[src/sv/ffha_pkg.sv]
// Shared types and constants of the first-fit heap allocator.
package ffha_pkg;

  localparam int unsigned MaxBlocks   = 64;
  localparam int unsigned HeapBytes   = 65536;
  localparam int unsigned HeaderBytes = 32;
  localparam int unsigned MinPayload  = 8;
  localparam int unsigned IdxW        = $clog2(MaxBlocks);
  localparam int unsigned LinkW       = IdxW + 1;
  localparam int unsigned TopW        = $clog2(HeapBytes) + 1;
  localparam int unsigned SizeW       = 17;
  localparam int unsigned TotW        = 18;
  localparam int unsigned ResW        = 12;

  localparam logic [LinkW-1:0] NoSlot = LinkW'(MaxBlocks);

  localparam logic [1:0] ActAlloc   = 2'd0;
  localparam logic [1:0] ActFree    = 2'd1;
  localparam logic [1:0] ActRealloc = 2'd2;
  localparam logic [1:0] ActUnused  = 2'd3;

  localparam logic [1:0] StDone   = 2'd0;
  localparam logic [1:0] StNull   = 2'd1;
  localparam logic [1:0] StNoHeap = 2'd2;
  localparam logic [1:0] StNoSlot = 2'd3;

  typedef struct packed {
    logic [15:0]      start;
    logic [15:0]      bytes;
    logic             free;
    logic [LinkW-1:0] fwd;
    logic [LinkW-1:0] bwd;
  } entry_t;

  typedef struct packed {
    logic [IdxW-1:0]  rd_idx;
    logic             wr_en;
    logic [IdxW-1:0]  wr_idx;
    entry_t           wr_data;
    logic             set_en;
    logic [IdxW-1:0]  set_idx;
    logic             clr_en;
    logic [IdxW-1:0]  clr_idx;
    logic             first_we;
    logic [LinkW-1:0] first_d;
    logic             last_we;
    logic [LinkW-1:0] last_d;
    logic             top_we;
    logic [TopW-1:0]  top_d;
  } dp_cmd_t;

  typedef struct packed {
    entry_t           rdata;
    logic [MaxBlocks-1:0] busy;
    logic [IdxW-1:0]  free_idx;
    logic             any_free;
    logic [LinkW-1:0] list_first;
    logic [LinkW-1:0] list_last;
    logic [TopW-1:0]  heap_top;
    logic [ResW-1:0]  reserve;
  } dp_stat_t;

endpackage

[src/sv/first_fit_heap_allocator.sv]
// Top level of the first-fit heap allocator with split and coalescing.
//
//   channel  handshake                 payload
//   in       in_valid_i / in_ready_o   action_i, request_bytes_i, payload_address_i
//   out      out_valid_o / out_ready_i result_address_o, status_o, copy_source_o,
//                                      copy_bytes_o
//   cfg      cfg_valid_i / cfg_ready_o extend_reserve_i
//
// One item is worked at a time through the block table memory, which has one
// read and one write port. An address lookup scans the table slots in order and
// stops at the matching block; an allocation walks the block list at one entry
// per cycle, up to 64 entries, before it splits the block or extends the heap.
// Reset clears the slot bitmap and list registers at once; no clearing pass.
// A waiting result is held in the output register while the next item is taken.
module first_fit_heap_allocator (
  input  logic        clk_i,
  input  logic        rst_ni,
  input  logic        in_valid_i,
  output logic        in_ready_o,
  input  logic [1:0]  action_i,
  input  logic [15:0] request_bytes_i,
  input  logic [15:0] payload_address_i,
  output logic        out_valid_o,
  input  logic        out_ready_i,
  output logic [15:0] result_address_o,
  output logic [1:0]  status_o,
  output logic [15:0] copy_source_o,
  output logic [15:0] copy_bytes_o,
  input  logic        cfg_valid_i,
  output logic        cfg_ready_o,
  input  logic [11:0] extend_reserve_i
);

  ffha_pkg::dp_cmd_t  cmd;
  ffha_pkg::dp_stat_t stat;

  assign cfg_ready_o = 1'b1;

  ffha_ctrl u_ctrl (
    .clk_i             (clk_i),
    .rst_ni            (rst_ni),
    .in_valid_i        (in_valid_i),
    .in_ready_o        (in_ready_o),
    .action_i          (action_i),
    .request_bytes_i   (request_bytes_i),
    .payload_address_i (payload_address_i),
    .out_valid_o       (out_valid_o),
    .out_ready_i       (out_ready_i),
    .result_address_o  (result_address_o),
    .status_o          (status_o),
    .copy_source_o     (copy_source_o),
    .copy_bytes_o      (copy_bytes_o),
    .cmd_o             (cmd),
    .stat_i            (stat)
  );

  ffha_dpath u_dpath (
    .clk_i      (clk_i),
    .rst_ni     (rst_ni),
    .cmd_i      (cmd),
    .cfg_we_i   (cfg_valid_i),
    .cfg_data_i (extend_reserve_i),
    .stat_o     (stat)
  );

endmodule

[src/sv/ffha_dpath.sv]
// Datapath of the allocator: block table memory, slot bitmap and list registers.
module ffha_dpath (
  input  logic                   clk_i,
  input  logic                   rst_ni,
  input  ffha_pkg::dp_cmd_t      cmd_i,
  input  logic                   cfg_we_i,
  input  logic [ffha_pkg::ResW-1:0] cfg_data_i,
  output ffha_pkg::dp_stat_t     stat_o
);

  ffha_pkg::entry_t mem [ffha_pkg::MaxBlocks];
  ffha_pkg::entry_t rdata_q;
  logic [ffha_pkg::MaxBlocks-1:0] busy_q;
  logic [ffha_pkg::LinkW-1:0] first_q, last_q;
  logic [ffha_pkg::TopW-1:0] top_q;
  logic [ffha_pkg::ResW-1:0] reserve_q;
  logic [ffha_pkg::IdxW-1:0] free_idx;

  always_ff @(posedge clk_i) begin
    if (cmd_i.wr_en) begin
      mem[cmd_i.wr_idx] <= cmd_i.wr_data;
    end
    rdata_q <= mem[cmd_i.rd_idx];
  end

  always_ff @(posedge clk_i or negedge rst_ni) begin
    if (!rst_ni) begin
      busy_q    <= '0;
      first_q   <= ffha_pkg::NoSlot;
      last_q    <= ffha_pkg::NoSlot;
      top_q     <= '0;
      reserve_q <= '0;
    end else begin
      if (cmd_i.set_en) begin
        busy_q[cmd_i.set_idx] <= 1'b1;
      end
      if (cmd_i.clr_en) begin
        busy_q[cmd_i.clr_idx] <= 1'b0;
      end
      if (cmd_i.first_we) begin
        first_q <= cmd_i.first_d;
      end
      if (cmd_i.last_we) begin
        last_q <= cmd_i.last_d;
      end
      if (cmd_i.top_we) begin
        top_q <= cmd_i.top_d;
      end
      if (cfg_we_i) begin
        reserve_q <= cfg_data_i;
      end
    end
  end

  always_comb begin
    free_idx = '0;
    for (int i = ffha_pkg::MaxBlocks - 1; i >= 0; i--) begin
      if (!busy_q[i]) begin
        free_idx = ffha_pkg::IdxW'(i);
      end
    end
  end

  assign stat_o.rdata      = rdata_q;
  assign stat_o.busy       = busy_q;
  assign stat_o.free_idx   = free_idx;
  assign stat_o.any_free   = ~&busy_q;
  assign stat_o.list_first = first_q;
  assign stat_o.list_last  = last_q;
  assign stat_o.heap_top   = top_q;
  assign stat_o.reserve    = reserve_q;

endmodule

[src/sv/ffha_ctrl.sv]
// Controller of the allocator: sequencer for search, split, merge and extension.
module ffha_ctrl (
  input  logic                   clk_i,
  input  logic                   rst_ni,
  input  logic                   in_valid_i,
  output logic                   in_ready_o,
  input  logic [1:0]             action_i,
  input  logic [15:0]            request_bytes_i,
  input  logic [15:0]            payload_address_i,
  output logic                   out_valid_o,
  input  logic                   out_ready_i,
  output logic [15:0]            result_address_o,
  output logic [1:0]             status_o,
  output logic [15:0]            copy_source_o,
  output logic [15:0]            copy_bytes_o,
  output ffha_pkg::dp_cmd_t      cmd_o,
  input  ffha_pkg::dp_stat_t     stat_i
);

  typedef enum logic [4:0] {
    S_IDLE, S_FIND, S_FREE_CHK, S_RE_CHK, S_RE_MERGED, S_RE_INPLACE, S_RE_MOVED,
    S_RE_LOAD, S_ALLOC_FIN, S_A0, S_A1, S_EXT, S_EXT1, S_TAKE, S_SP0, S_SP1,
    S_SP2, S_M0, S_M1, S_M2, S_R0, S_R1, S_R2, S_DONE
  } state_e;

  localparam int unsigned IdxW  = ffha_pkg::IdxW;
  localparam int unsigned LinkW = ffha_pkg::LinkW;
  localparam int unsigned SizeW = ffha_pkg::SizeW;
  localparam int unsigned TotW  = ffha_pkg::TotW;
  localparam int unsigned TopW  = ffha_pkg::TopW;

  state_e state_q, state_d;
  state_e ret_alloc_q, ret_alloc_d, ret_split_q, ret_split_d;
  state_e ret_merge_q, ret_merge_d, ret_rel_q, ret_rel_d;
  logic [1:0] act_q, act_d;
  logic [SizeW-1:0] size_q, size_d;
  logic [15:0] addr_q, addr_d;
  logic [1:0] status_q, status_d;
  logic [15:0] result_q, result_d, csrc_q, csrc_d, cbytes_q, cbytes_d;
  logic [15:0] old_bytes_q, old_bytes_d, bstart_q, bstart_d;
  logic [IdxW-1:0] ob_q, ob_d, ib_q, ib_d, ir_q, ir_d, ip_q, ip_d;
  ffha_pkg::entry_t eb_q, eb_d, er, nx;
  logic [LinkW-1:0] cur_q, cur_d, n_q, n_d;
  logic [IdxW:0] k_q, k_d;
  logic pend_q, pend_d, found_q, found_d, ok_q, ok_d;
  logic out_valid_q, out_valid_d;
  logic [15:0] out_res_q, out_res_d, out_src_q, out_src_d, out_cb_q, out_cb_d;
  logic [1:0] out_st_q, out_st_d;
  ffha_pkg::dp_cmd_t cmd;

  logic [SizeW-1:0] size_rnd;
  logic [TotW-1:0] total;
  logic fits;
  logic [SizeW-1:0] blk_end;

  assign size_rnd = ({1'b0, request_bytes_i} + SizeW'(7)) & ~SizeW'(7);
  assign total = TotW'(ffha_pkg::HeaderBytes) + TotW'(size_q) + TotW'(stat_i.reserve);
  assign fits = !(TotW'(stat_i.heap_top) > TotW'(ffha_pkg::HeapBytes)) &&
                !(total > (TotW'(ffha_pkg::HeapBytes) - TotW'(stat_i.heap_top)));
  assign blk_end = {1'b0, eb_q.start} + SizeW'(ffha_pkg::HeaderBytes) + {1'b0, eb_q.bytes};

  always_comb begin
    state_d = state_q;
    ret_alloc_d = ret_alloc_q;
    ret_split_d = ret_split_q;
    ret_merge_d = ret_merge_q;
    ret_rel_d = ret_rel_q;
    act_d = act_q;
    size_d = size_q;
    addr_d = addr_q;
    status_d = status_q;
    result_d = result_q;
    csrc_d = csrc_q;
    cbytes_d = cbytes_q;
    old_bytes_d = old_bytes_q;
    bstart_d = bstart_q;
    ob_d = ob_q;
    ib_d = ib_q;
    ir_d = ir_q;
    ip_d = ip_q;
    eb_d = eb_q;
    cur_d = cur_q;
    n_d = n_q;
    k_d = k_q;
    pend_d = pend_q;
    found_d = found_q;
    ok_d = ok_q;
    out_valid_d = out_valid_q;
    out_res_d = out_res_q;
    out_src_d = out_src_q;
    out_cb_d = out_cb_q;
    out_st_d = out_st_q;
    er = eb_q;
    nx = stat_i.rdata;
    cmd = '0;
    cmd.wr_idx = ib_q;
    cmd.wr_data = eb_q;

    if (out_valid_q && out_ready_i) begin
      out_valid_d = 1'b0;
    end

    case (state_q)
      S_IDLE: begin
        if (in_valid_i) begin
          act_d = action_i;
          size_d = size_rnd;
          addr_d = payload_address_i;
          status_d = ffha_pkg::StNull;
          result_d = '0;
          csrc_d = '0;
          cbytes_d = '0;
          ok_d = 1'b0;
          k_d = '0;
          pend_d = 1'b0;
          case (action_i)
            ffha_pkg::ActAlloc: begin
              if (size_rnd == '0) begin
                state_d = S_DONE;
              end else begin
                ret_alloc_d = S_ALLOC_FIN;
                state_d = S_A0;
              end
            end
            ffha_pkg::ActFree, ffha_pkg::ActRealloc: state_d = S_FIND;
            default: state_d = S_DONE;
          endcase
        end
      end
      S_FIND: begin
        if (pend_q && stat_i.busy[cur_q[IdxW-1:0]] &&
            ({1'b0, stat_i.rdata.start} + SizeW'(ffha_pkg::HeaderBytes)) ==
            {1'b0, addr_q}) begin
          ib_d = cur_q[IdxW-1:0];
          eb_d = stat_i.rdata;
          found_d = 1'b1;
          state_d = (act_q == ffha_pkg::ActFree) ? S_FREE_CHK : S_RE_CHK;
        end else if (k_q == (IdxW+1)'(ffha_pkg::MaxBlocks)) begin
          found_d = 1'b0;
          state_d = (act_q == ffha_pkg::ActFree) ? S_FREE_CHK : S_RE_CHK;
        end else begin
          cmd.rd_idx = k_q[IdxW-1:0];
          cur_d = LinkW'(k_q);
          pend_d = 1'b1;
          k_d = k_q + 1'b1;
        end
      end
      S_FREE_CHK: begin
        if (found_q && !eb_q.free) begin
          ret_rel_d = S_DONE;
          state_d = S_R0;
        end else begin
          state_d = S_DONE;
        end
      end
      S_RE_CHK: begin
        if (size_q == '0) begin
          if (found_q && !eb_q.free) begin
            ret_rel_d = S_DONE;
            state_d = S_R0;
          end else begin
            state_d = S_DONE;
          end
        end else if (!(found_q && !eb_q.free)) begin
          ret_alloc_d = S_ALLOC_FIN;
          state_d = S_A0;
        end else begin
          old_bytes_d = eb_q.bytes;
          ret_merge_d = S_RE_MERGED;
          state_d = S_M0;
        end
      end
      S_RE_MERGED: begin
        if (size_q <= {1'b0, eb_q.bytes}) begin
          ret_split_d = S_RE_INPLACE;
          state_d = S_SP0;
        end else begin
          bstart_d = eb_q.start;
          ob_d = ib_q;
          ret_alloc_d = S_RE_MOVED;
          state_d = S_A0;
        end
      end
      S_RE_INPLACE: begin
        result_d = eb_q.start + 16'(ffha_pkg::HeaderBytes);
        status_d = ffha_pkg::StDone;
        state_d = S_DONE;
      end
      S_RE_MOVED: begin
        if (ok_q) begin
          result_d = eb_q.start + 16'(ffha_pkg::HeaderBytes);
          csrc_d = bstart_q + 16'(ffha_pkg::HeaderBytes);
          cbytes_d = old_bytes_q;
          cmd.rd_idx = ob_q;
          state_d = S_RE_LOAD;
        end else begin
          state_d = S_DONE;
        end
      end
      S_RE_LOAD: begin
        eb_d = stat_i.rdata;
        ib_d = ob_q;
        ret_rel_d = S_DONE;
        state_d = S_R0;
      end
      S_ALLOC_FIN: begin
        if (ok_q) begin
          result_d = eb_q.start + 16'(ffha_pkg::HeaderBytes);
        end
        state_d = S_DONE;
      end
      S_A0: begin
        k_d = '0;
        if (stat_i.list_first >= ffha_pkg::NoSlot) begin
          state_d = S_EXT;
        end else begin
          cmd.rd_idx = stat_i.list_first[IdxW-1:0];
          cur_d = stat_i.list_first;
          state_d = S_A1;
        end
      end
      S_A1: begin
        eb_d = stat_i.rdata;
        ib_d = cur_q[IdxW-1:0];
        if (stat_i.rdata.free && ({1'b0, stat_i.rdata.bytes} >= size_q)) begin
          ret_split_d = S_TAKE;
          state_d = S_SP0;
        end else if ((k_q + 1'b1) == (IdxW+1)'(ffha_pkg::MaxBlocks) ||
                     stat_i.rdata.fwd >= ffha_pkg::NoSlot) begin
          state_d = S_EXT;
        end else begin
          k_d = k_q + 1'b1;
          cmd.rd_idx = stat_i.rdata.fwd[IdxW-1:0];
          cur_d = stat_i.rdata.fwd;
        end
      end
      S_EXT: begin
        if (!fits) begin
          status_d = ffha_pkg::StNoHeap;
          ok_d = 1'b0;
          state_d = ret_alloc_q;
        end else if (!stat_i.any_free) begin
          status_d = ffha_pkg::StNoSlot;
          ok_d = 1'b0;
          state_d = ret_alloc_q;
        end else begin
          cmd.set_en = 1'b1;
          cmd.set_idx = stat_i.free_idx;
          er.start = stat_i.heap_top[15:0];
          er.bytes = 16'(size_q + SizeW'(stat_i.reserve));
          er.free = 1'b0;
          er.fwd = ffha_pkg::NoSlot;
          cmd.top_we = 1'b1;
          cmd.top_d = stat_i.heap_top + TopW'(total);
          cmd.last_we = 1'b1;
          cmd.last_d = LinkW'(stat_i.free_idx);
          ib_d = stat_i.free_idx;
          ret_split_d = S_TAKE;
          if (stat_i.list_first >= ffha_pkg::NoSlot ||
              stat_i.list_last >= ffha_pkg::NoSlot) begin
            cmd.first_we = 1'b1;
            cmd.first_d = LinkW'(stat_i.free_idx);
            er.bwd = ffha_pkg::NoSlot;
            state_d = S_SP0;
          end else begin
            er.bwd = stat_i.list_last;
            cmd.rd_idx = stat_i.list_last[IdxW-1:0];
            ip_d = stat_i.list_last[IdxW-1:0];
            state_d = S_EXT1;
          end
          eb_d = er;
          cmd.wr_en = 1'b1;
          cmd.wr_idx = stat_i.free_idx;
          cmd.wr_data = er;
        end
      end
      S_EXT1: begin
        nx.fwd = LinkW'(ib_q);
        cmd.wr_en = 1'b1;
        cmd.wr_idx = ip_q;
        cmd.wr_data = nx;
        state_d = S_SP0;
      end
      S_TAKE: begin
        eb_d.free = 1'b0;
        cmd.wr_en = 1'b1;
        cmd.wr_data = eb_d;
        status_d = ffha_pkg::StDone;
        ok_d = 1'b1;
        state_d = ret_alloc_q;
      end
      S_SP0: begin
        if ({2'b00, eb_q.bytes} < (TotW'(size_q) +
            TotW'(ffha_pkg::HeaderBytes + ffha_pkg::MinPayload))) begin
          state_d = ret_split_q;
        end else if (!stat_i.any_free) begin
          state_d = ret_split_q;
        end else begin
          cmd.set_en = 1'b1;
          cmd.set_idx = stat_i.free_idx;
          er.start = 16'({1'b0, eb_q.start} + SizeW'(ffha_pkg::HeaderBytes) + size_q);
          er.bytes = 16'({1'b0, eb_q.bytes} - size_q - SizeW'(ffha_pkg::HeaderBytes));
          er.free = 1'b1;
          er.bwd = LinkW'(ib_q);
          er.fwd = eb_q.fwd;
          cmd.wr_en = 1'b1;
          cmd.wr_idx = stat_i.free_idx;
          cmd.wr_data = er;
          ir_d = stat_i.free_idx;
          n_d = eb_q.fwd;
          eb_d.fwd = LinkW'(stat_i.free_idx);
          eb_d.bytes = 16'(size_q);
          state_d = S_SP1;
        end
      end
      S_SP1: begin
        cmd.wr_en = 1'b1;
        if (n_q >= ffha_pkg::NoSlot) begin
          cmd.last_we = 1'b1;
          cmd.last_d = LinkW'(ir_q);
          state_d = ret_split_q;
        end else begin
          cmd.rd_idx = n_q[IdxW-1:0];
          state_d = S_SP2;
        end
      end
      S_SP2: begin
        nx.bwd = LinkW'(ir_q);
        cmd.wr_en = 1'b1;
        cmd.wr_idx = n_q[IdxW-1:0];
        cmd.wr_data = nx;
        state_d = ret_split_q;
      end
      S_M0: begin
        n_d = eb_q.fwd;
        if (eb_q.fwd >= ffha_pkg::NoSlot) begin
          state_d = ret_merge_q;
        end else begin
          cmd.rd_idx = eb_q.fwd[IdxW-1:0];
          state_d = S_M1;
        end
      end
      S_M1: begin
        if (!stat_i.rdata.free || blk_end != {1'b0, stat_i.rdata.start}) begin
          state_d = ret_merge_q;
        end else begin
          eb_d.bytes = 16'({1'b0, eb_q.bytes} + SizeW'(ffha_pkg::HeaderBytes) +
                           {1'b0, stat_i.rdata.bytes});
          eb_d.fwd = stat_i.rdata.fwd;
          cmd.wr_en = 1'b1;
          cmd.wr_data = eb_d;
          cmd.clr_en = 1'b1;
          cmd.clr_idx = n_q[IdxW-1:0];
          if (stat_i.rdata.fwd >= ffha_pkg::NoSlot) begin
            cmd.last_we = 1'b1;
            cmd.last_d = LinkW'(ib_q);
            state_d = ret_merge_q;
          end else begin
            cmd.rd_idx = stat_i.rdata.fwd[IdxW-1:0];
            n_d = stat_i.rdata.fwd;
            state_d = S_M2;
          end
        end
      end
      S_M2: begin
        nx.bwd = LinkW'(ib_q);
        cmd.wr_en = 1'b1;
        cmd.wr_idx = n_q[IdxW-1:0];
        cmd.wr_data = nx;
        state_d = ret_merge_q;
      end
      S_R0: begin
        eb_d.free = 1'b1;
        cmd.wr_en = 1'b1;
        cmd.wr_data = eb_d;
        ret_merge_d = S_R1;
        state_d = S_M0;
      end
      S_R1: begin
        if (eb_q.bwd >= ffha_pkg::NoSlot) begin
          state_d = ret_rel_q;
        end else begin
          cmd.rd_idx = eb_q.bwd[IdxW-1:0];
          ip_d = eb_q.bwd[IdxW-1:0];
          state_d = S_R2;
        end
      end
      S_R2: begin
        if (stat_i.rdata.free) begin
          eb_d = stat_i.rdata;
          ib_d = ip_q;
          ret_merge_d = ret_rel_q;
          state_d = S_M0;
        end else begin
          state_d = ret_rel_q;
        end
      end
      S_DONE: begin
        if (!out_valid_q || out_ready_i) begin
          out_valid_d = 1'b1;
          out_res_d = result_q;
          out_st_d = status_q;
          out_src_d = csrc_q;
          out_cb_d = cbytes_q;
          state_d = S_IDLE;
        end
      end
      default: state_d = S_IDLE;
    endcase
  end

  always_ff @(posedge clk_i or negedge rst_ni) begin
    if (!rst_ni) begin
      state_q <= S_IDLE;
      ret_alloc_q <= S_IDLE;
      ret_split_q <= S_IDLE;
      ret_merge_q <= S_IDLE;
      ret_rel_q <= S_IDLE;
      pend_q <= 1'b0;
      out_valid_q <= 1'b0;
    end else begin
      state_q <= state_d;
      ret_alloc_q <= ret_alloc_d;
      ret_split_q <= ret_split_d;
      ret_merge_q <= ret_merge_d;
      ret_rel_q <= ret_rel_d;
      pend_q <= pend_d;
      out_valid_q <= out_valid_d;
    end
  end

  always_ff @(posedge clk_i) begin
    act_q <= act_d;
    size_q <= size_d;
    addr_q <= addr_d;
    status_q <= status_d;
    result_q <= result_d;
    csrc_q <= csrc_d;
    cbytes_q <= cbytes_d;
    old_bytes_q <= old_bytes_d;
    bstart_q <= bstart_d;
    ob_q <= ob_d;
    ib_q <= ib_d;
    ir_q <= ir_d;
    ip_q <= ip_d;
    eb_q <= eb_d;
    cur_q <= cur_d;
    n_q <= n_d;
    k_q <= k_d;
    found_q <= found_d;
    ok_q <= ok_d;
    out_res_q <= out_res_d;
    out_src_q <= out_src_d;
    out_cb_q <= out_cb_d;
    out_st_q <= out_st_d;
  end

  assign in_ready_o = (state_q == S_IDLE);
  assign out_valid_o = out_valid_q;
  assign result_address_o = out_res_q;
  assign status_o = out_st_q;
  assign copy_source_o = out_src_q;
  assign copy_bytes_o = out_cb_q;
  assign cmd_o = cmd;

endmodule

[config.mk]
export PLATFORM = sky130hd
export DESIGN_NAME = first_fit_heap_allocator
export DESIGN_NICKNAME = d
export VERILOG_FILES = /design/src/sv/ffha_pkg.sv /design/src/sv/first_fit_heap_allocator.sv /design/src/sv/ffha_dpath.sv /design/src/sv/ffha_ctrl.sv
export SDC_FILE = /design/constraint.sdc
export NUM_CORES = 2
export LEC_CHECK = 0
export CAP_MARGIN = 20
export CORE_MARGIN = 3
export CORE_UTILIZATION = 45
export DETAILED_ROUTE_END_ITERATION = 12
export DONT_BUFFER_PORTS = 1
export PLACE_DENSITY = 0.6
export SYNTH_ARGS = -nofsm -noshare
export SYNTH_HDL_FRONTEND = slang
export SYNTH_SLANG_ARGS = --single-unit
[constraint.sdc]
create_clock -name clk_i -period 12.9 [get_ports clk_i]
set_clock_uncertainty 0.15 [all_clocks]
set_input_delay 2.58 -clock clk_i [delete_from_list [all_inputs] [get_ports clk_i]]
set_output_delay 2.58 -clock clk_i [all_outputs]
set_load 0.01 [all_outputs]
# Yosys cells after proc, flatten, opt, wreduce, memory -nomap -nowiden

Memory sizes are Yosys's and may differ from the RTL's. A register that Yosys moved wholly into a read port is not among the register bits.
Index checks and enable logic that the tools add are counted.

Order comparisons: 16
Add/subtract/negate cells: 18
Reduce and logical (&&, ||, !) cells: 71
Bitwise gates (word level): 7
Multiplexer cells: 218
Equal/unequal tests: 61

Operators with widths:

| kind                  | count |
|---|---|
| $mux 6                | 88 |
| $pmux 47 s8           | 1 |
| $mux 47               | 4 |
| $mux 5                | 35 |
| $mux 67               | 2 |
| $mux 64               | 2 |
| $mux 61               | 2 |
| $pmux 5 s23           | 1 |
| $mux 16               | 7 |
| $mux 7                | 16 |
| $pmux 16 s6           | 1 |
| $mux 34               | 2 |
| $and 64x64->64        | 1 |
| $not 64->64           | 1 |
| $or 64x64->64         | 1 |
| $pmux 16 s2           | 2 |
| $pmux 16 s4           | 1 |
| $reduce_and 64->1     | 1 |
| $pmux 5 s3            | 4 |
| $pmux 7 s4            | 2 |
| $pmux 6 s9            | 1 |
| $add 16x6->16 const B | 3 |
| $pmux 16 s3           | 1 |
| $ge 7x7->1 const B    | 6 |
| other kinds (77)      | 206 |

Input bits: 51
Bits in writable memories: 3008
Memories kept: 1
Register bits: 391
Logic and storage cells: 431

Memories:

| name        | depth | width | rd ports | clocked after memory_dff | write ports | RTL line         | source |
|---|---|---|---|---|---|---|---|
| u_dpath.mem | 64    | 47    | 1        | 1                        | 1           | ffha_dpath.sv:11 | `ffha_pkg::entry_t mem [ffha_pkg::MaxBlocks];` |

# Logic depth before layout (Yosys ltp)

Depth after elaboration: 75
Mapped depth: 34

# By module

From an unflattened synthesis, not the netlist that was laid out.

Cell total of the unflattened synthesis: 7608
Area total of the unflattened synthesis: 141363.1 µm²

Modules (own cells, without submodules):

| module                   | area an instance (µm²) | cells each | times used |
|---|---|---|---|
| ffha_dpath               | 119415.8               | 5269       | 1 |
| ffha_ctrl                | 21936.0                | 2337       | 1 |
| first_fit_heap_allocator | 11.3                   | 2          | 1 |

# Worst setup path after synthesis

OpenSTA, ideal clock, no wires.

Path kind: reg-to-reg
Start: reg u_ctrl.size_q[5]
End: mem u_dpath.mem[32][0] in the netlist's numbering, enable pin
Stages on the path, launching flop included: 30
Path slack: 2.755 ns
Arrival: 9.485 ns
Library setup time: 0.509 ns
Buffers on the path: 5
Cell sequence: edfxtp_1 -> clkbuf_1 -> inv_1 -> ha_1 -> fa_1 -> nor2b_1 -> o21ai_0 -> a21boi_0 -> o21ai_0 -> a21boi_0 -> o21ai_0 -> a21boi_0 -> o21ai_0 -> xnor2_1 -> ha_1 -> nand4_1 -> nor4_1 -> a21o_1 -> o21ai_0 -> a21o_1 -> clkbuf_1 -> or2_2 -> clkbuf_1 -> nand2_1 -> nand3_1 -> clkbuf_1 -> a221o_1 -> or3b_2 -> clkbuf_1 -> nor3_1

Longest elaborated chain between the ends: 9
Elaborated cells on any way between the ends: 13
Those cells by class: add/sub (3); order compare (2); mux (6); reduce/logical (2)

RTL lines:

| what                         | RTL line         | source |
|---|---|---|
| from (decl)                  | ffha_ctrl.sv:36  | `logic [SizeW-1:0] size_q, size_d;` |
| from (signal assigned)       | ffha_ctrl.sv:434 | `size_q <= size_d;` |
| $add 6x17->18                | ffha_ctrl.sv:57  | `assign total = TotW'(ffha_pkg::HeaderBytes) + TotW'(size_q) + TotW'(stat_i.reserve);` |
| $add 18x12->18               | ffha_ctrl.sv:57  |  |
| $gt 18x18->1                 | ffha_ctrl.sv:59  | `!(total > (TotW'(ffha_pkg::HeapBytes) - TotW'(stat_i.heap_top)));` |
| $logic_not 1->1              | ffha_ctrl.sv:59  |  |
| $logic_and 1x1->1            | ffha_ctrl.sv:58  | `assign fits = !(TotW'(stat_i.heap_top) > TotW'(ffha_pkg::HeapBytes)) &&` |
| $mux 67                      | ffha_ctrl.sv:238 | `if (!fits) begin` |
| $pmux 1 s4                   | ffha_ctrl.sv:103 | `case (state_q)` |
| $mux 1                       | ffha_dpath.sv:20 | `if (cmd_i.wr_en) begin` |
| $mux 1 (implied by the code) | ffha_dpath.sv:21 | `mem[cmd_i.wr_idx] <= cmd_i.wr_data;` |
| to (decl)                    | ffha_dpath.sv:11 |  |

Several ways; a longest one is shown, not always the timed one.

# Worst setup path after layout

Start: reg u_ctrl.size_q[5]
End: mem u_dpath.mem[5][35] in the netlist's numbering, enable pin

Same word-level chain as after synthesis.

==> summary.txt <==
Clock tree
  – Resized Gates After CTS: 0
  – Clock buffers created by TritonCTS: 362
  – CTS root buffer: clkbuf_16
  – Number of buffers inserted by hold repair at cts: 0
  – Clock-pin slew on the worst setup and hold paths: 0.06 ns
  – Buffers from clock root to sink, at most: 4
  – Clock latency on the worst-skew pair: 0.98 ns
  – CTS tree: built
  – Post-CTS setup buffer count: 0
  – CTS sink cnt: 3434
  – Number of H-tree levels: 5

Route
  – Vias per inst: 6.41
  – Vias after detailed routing: 101k
  – Iteration-0 DRC Markers: 15.2k
  – Number of DRC violations after detailed routing: 0
  – First-pass iteration count of the detailed router: 11
  – Final wirelength: 524000 µm
  – WL/cell: 33.3 µm
  – Detail Route Antenna Nets: 0

Min path
  – Class of the worst hold path: register to register
  – Endpoint, Worst Hold: u_ctrl.copy_source_o[14]
  – Hold path cells: 0
  – Critical hold path startpoint: u_ctrl.csrc_q[14]

Critical path
  – Worst-case register-to-register setup slack: 2.91 ns
  – Data arrival, critical path: 10.42 ns
  – Type of element launching the critical path: register
  – R2r endpoint: u_dpath.mem[5][35]
  – Cell class contributing the biggest share of worst-path delay: simple AND/OR/NAND/NOR gates
  – R2r startpoint: u_ctrl.size_q[5]
  – Most prevalent standard cell on the critical path: o21ai_0
  – Worst Path Class, Setup: register to register
  – Library cell contributing the largest single delay on the critical path: edfxtp_1
  – Total number of cells along the worst setup path: 26
  – Buffers plus inverters on the worst setup path: 3
  – CP Max Fanout: 27
  – Crit end category: register
  – Worst stage delay on the critical path: 0.68 ns
  – Required time reported for the critical path endpoint: 13.32 ns
  – Number of cells on the worst reg-to-reg path: 26

Synthesis
  – Post-synthesis share of cell area spent on and, or, nand and nor gates: 13.0%
  – Post-synthesis instance total: 11.1k
  – Compound-Gate Fraction of Synth Area: 8.28%
  – Number of warnings reported in the yosys synthesis log: 0
  – Synth Area in Adders: 1.80%
  – Post-synthesis mux area share: 3.27%
  – Synth Net Count: 11.3k
  – Distinct cell type count after synthesis: 100
  – Mapped Area: 0.145 mm²
  – Post-synthesis average cell area: 13.1 µm²
  – Async set or reset register ratio after synthesis: 3.55%
  – Count of flip-flops with a built-in enable after synthesis: 3265
  – Synth Flop Type: edfxtp_1
  – Post-synthesis share of cell area spent on xor and xnor gates: 1.01%
  – Share of the yosys chip area belonging to registers: 70.4%
  – Register bit count reported by yosys: 3434
  – Combinational family with the most area after synthesis: simple AND/OR/NAND/NOR gates

Layout
  – Total of fill cells in the finished design: 26.9k
  – Area of all placed cells without fillers: 0.163 mm²
  – Final core utilization: 51.1%
  – Growth of design area from synthesis to finish: 12.7%
  – Layout cells sized above 1: 9.75%
  – Number of nets in the final layout: 11.4k

Floorplan
  – Floorplan die area: 0.329 mm²
  – Placeable Area: 0.319 mm²
  – I/O pin count: 104
  – Die boundary width: 573 µm
  – Initial core utilization: 45.4%
  – DIE HEIGHT: 573 µm
  – Number of placement rows: 207

GRT
  – Via count of the first global-routing pass: 94.3k
  – Aggregate global-route resource usage: 30.9%
  – Total global routing overflow: 0
  – Maximum number of pins on one net before global-route repair: 152
  – Global-route wire length before repair: 729000 µm
  – Number of antenna violations at the first check in global routing: 19

Run
  – Maximum capacitance violations: 0

STA
  – Max-slew violations: 0
  – Shortest clock period the worst path allows after layout: 9.99 ns
  – Setup violation total in the final timing report: 0
  – Fin crit share: 77.5%
  – Highest achievable clock rate: 0.100 GHz
  – Normalized max-slew margin: 16.2%
  – RSZ-0062 raised after global routing: no
  – Final hold violations: 0
  – Worst Max-Slew Pin Slew: 1.26 ns
  – Summed negative setup slack over all endpoints: 0 ns

Placed design
  – Count of buffers from port buffering: 0
  – HPWL reported at the end of detailed placement: 305000 µm
  – RePlAce Congestion: 0.985
  – Total cell area at the placement stage: 0.152 mm²

Power
  – Static Leak: 0.0573 µW
  – Power Density: 270 mW/mm²
  – Maximum vdd drop: 340 µV

Run status
  – Outcome: complete, no violations
layout by cell type (no fill, tap or decap), types with 160 or more instances in the layout:
master     count
a21oi_1      430
a31oi_1      244
buf_4        339
clkbuf_16    368
edfxtp_1    3265
ha_1         181
inv_1        160
mux2i_1      416
nand2_1     2440
nand3_1      845
nor2_1       203
o21ai_0      181
per-layer routing:
| layer | wire length [µm] | track usage, % |
|---|---|---|
| met5 | 377 | 0.116 |
| met4 | 29000 | 14.6 |
| met3 | 60100 | 6.54 |
| met2 | 235000 | 47.5 |
| met1 | 199000 | 42.0 |
cells in the mapped netlist (144+ instances only):
cell type | number | area (µm²)
edfxtp_1 | 3265 | 98000
nand2_1 | 2451 | 9200
nand3_1 | 850 | 4250
a21oi_1 | 434 | 2170
mux2i_1 | 416 | 4160
clkbuf_1 | 388 | 1460
a31oi_1 | 246 | 1540
nor2_1 | 214 | 803
o21ai_0 | 186 | 931
ha_1 | 181 | 2260
nor3_1 | 166 | 831
inv_1 | 165 | 619
and3_1 | 145 | 907
nand4_1 | 144 | 901
flip-flops by register name, indices dropped and copies added (netlist names), 12 cells and up:
signal / flops
u_dpath.top_q: 17
u_ctrl.csrc_q: 16
u_dpath.mem: 3008
u_ctrl.result_q: 16
u_ctrl.copy_bytes_o: 16
u_ctrl.addr_q: 16
u_ctrl.cbytes_q: 16
u_ctrl.copy_source_o: 16
u_dpath.busy_q: 64
u_ctrl.result_address_o: 16
u_dpath.reserve_q: 12
u_ctrl.bstart_q: 16
u_ctrl.eb_q: 47
u_dpath.stat_o: 47
u_ctrl.old_bytes_q: 16
u_ctrl.size_q: 14
where the power goes:
part	switching (µW)	total [µW]	internal, µW
logic	13100	17900	4800
registers	850	15900	15100
clock network	4430	10300	5890
cells by family after synthesis:
family / Yosys count
AO/OA/AOI/OAI: 1754
flip-flops: 3434
multiplexers: 459
other: 1
adder cells (fa/ha/maj): 198
XOR/XNOR: 167
AND/OR/NAND/NOR: 4243
buffers and inverters: 822
how the worst max path moves through the flow:
stage                                start            endpoint
final                     u_ctrl.size_q[5]  u_dpath.mem[5][35]
after global routing      u_ctrl.size_q[4]  u_dpath.mem[5][34]
after CTS                 u_ctrl.size_q[5]  u_dpath.mem[5][19]
after detailed placement  u_ctrl.size_q[4]  u_dpath.mem[5][34]
after global placement    u_ctrl.size_q[4]  u_dpath.mem[5][35]
after floorplan           u_ctrl.size_q[5]  u_dpath.mem[32][0]
stage by stage:
| step | power [µW] | hold WS, ns | cells | setup WS (ns) |
|---|---|---|---|---|
| floorplan | 26200 | 0.250 | 11100 | 2.76 |
| global placement | 33300 | 0.252 | 15100 | 2.93 |
| detailed placement | 33600 | 0.255 | 15100 | 3.14 |
| CTS | 43800 | 0.266 | 15700 | 3.09 |
| global route | 45800 | 0.276 | 15700 | 2.31 |
| finish | 44200 | 0.258 | 15700 | 2.91 |
layout make-up:
class                      count  area [µm²]  area share [%]
sequential                  3434      102000            62.5
multi-input combinational   6822       40500            24.8
clock buffer                 466        9700            5.94
tap                         4284        5360            3.28
timing repair buffer         372        3120            1.91
clock inverter               190        1930            1.18
inverter                     168         631           0.386
antenna                        5        12.5         0.00766
Note: power is estimated with default switching activity, not from simulation.
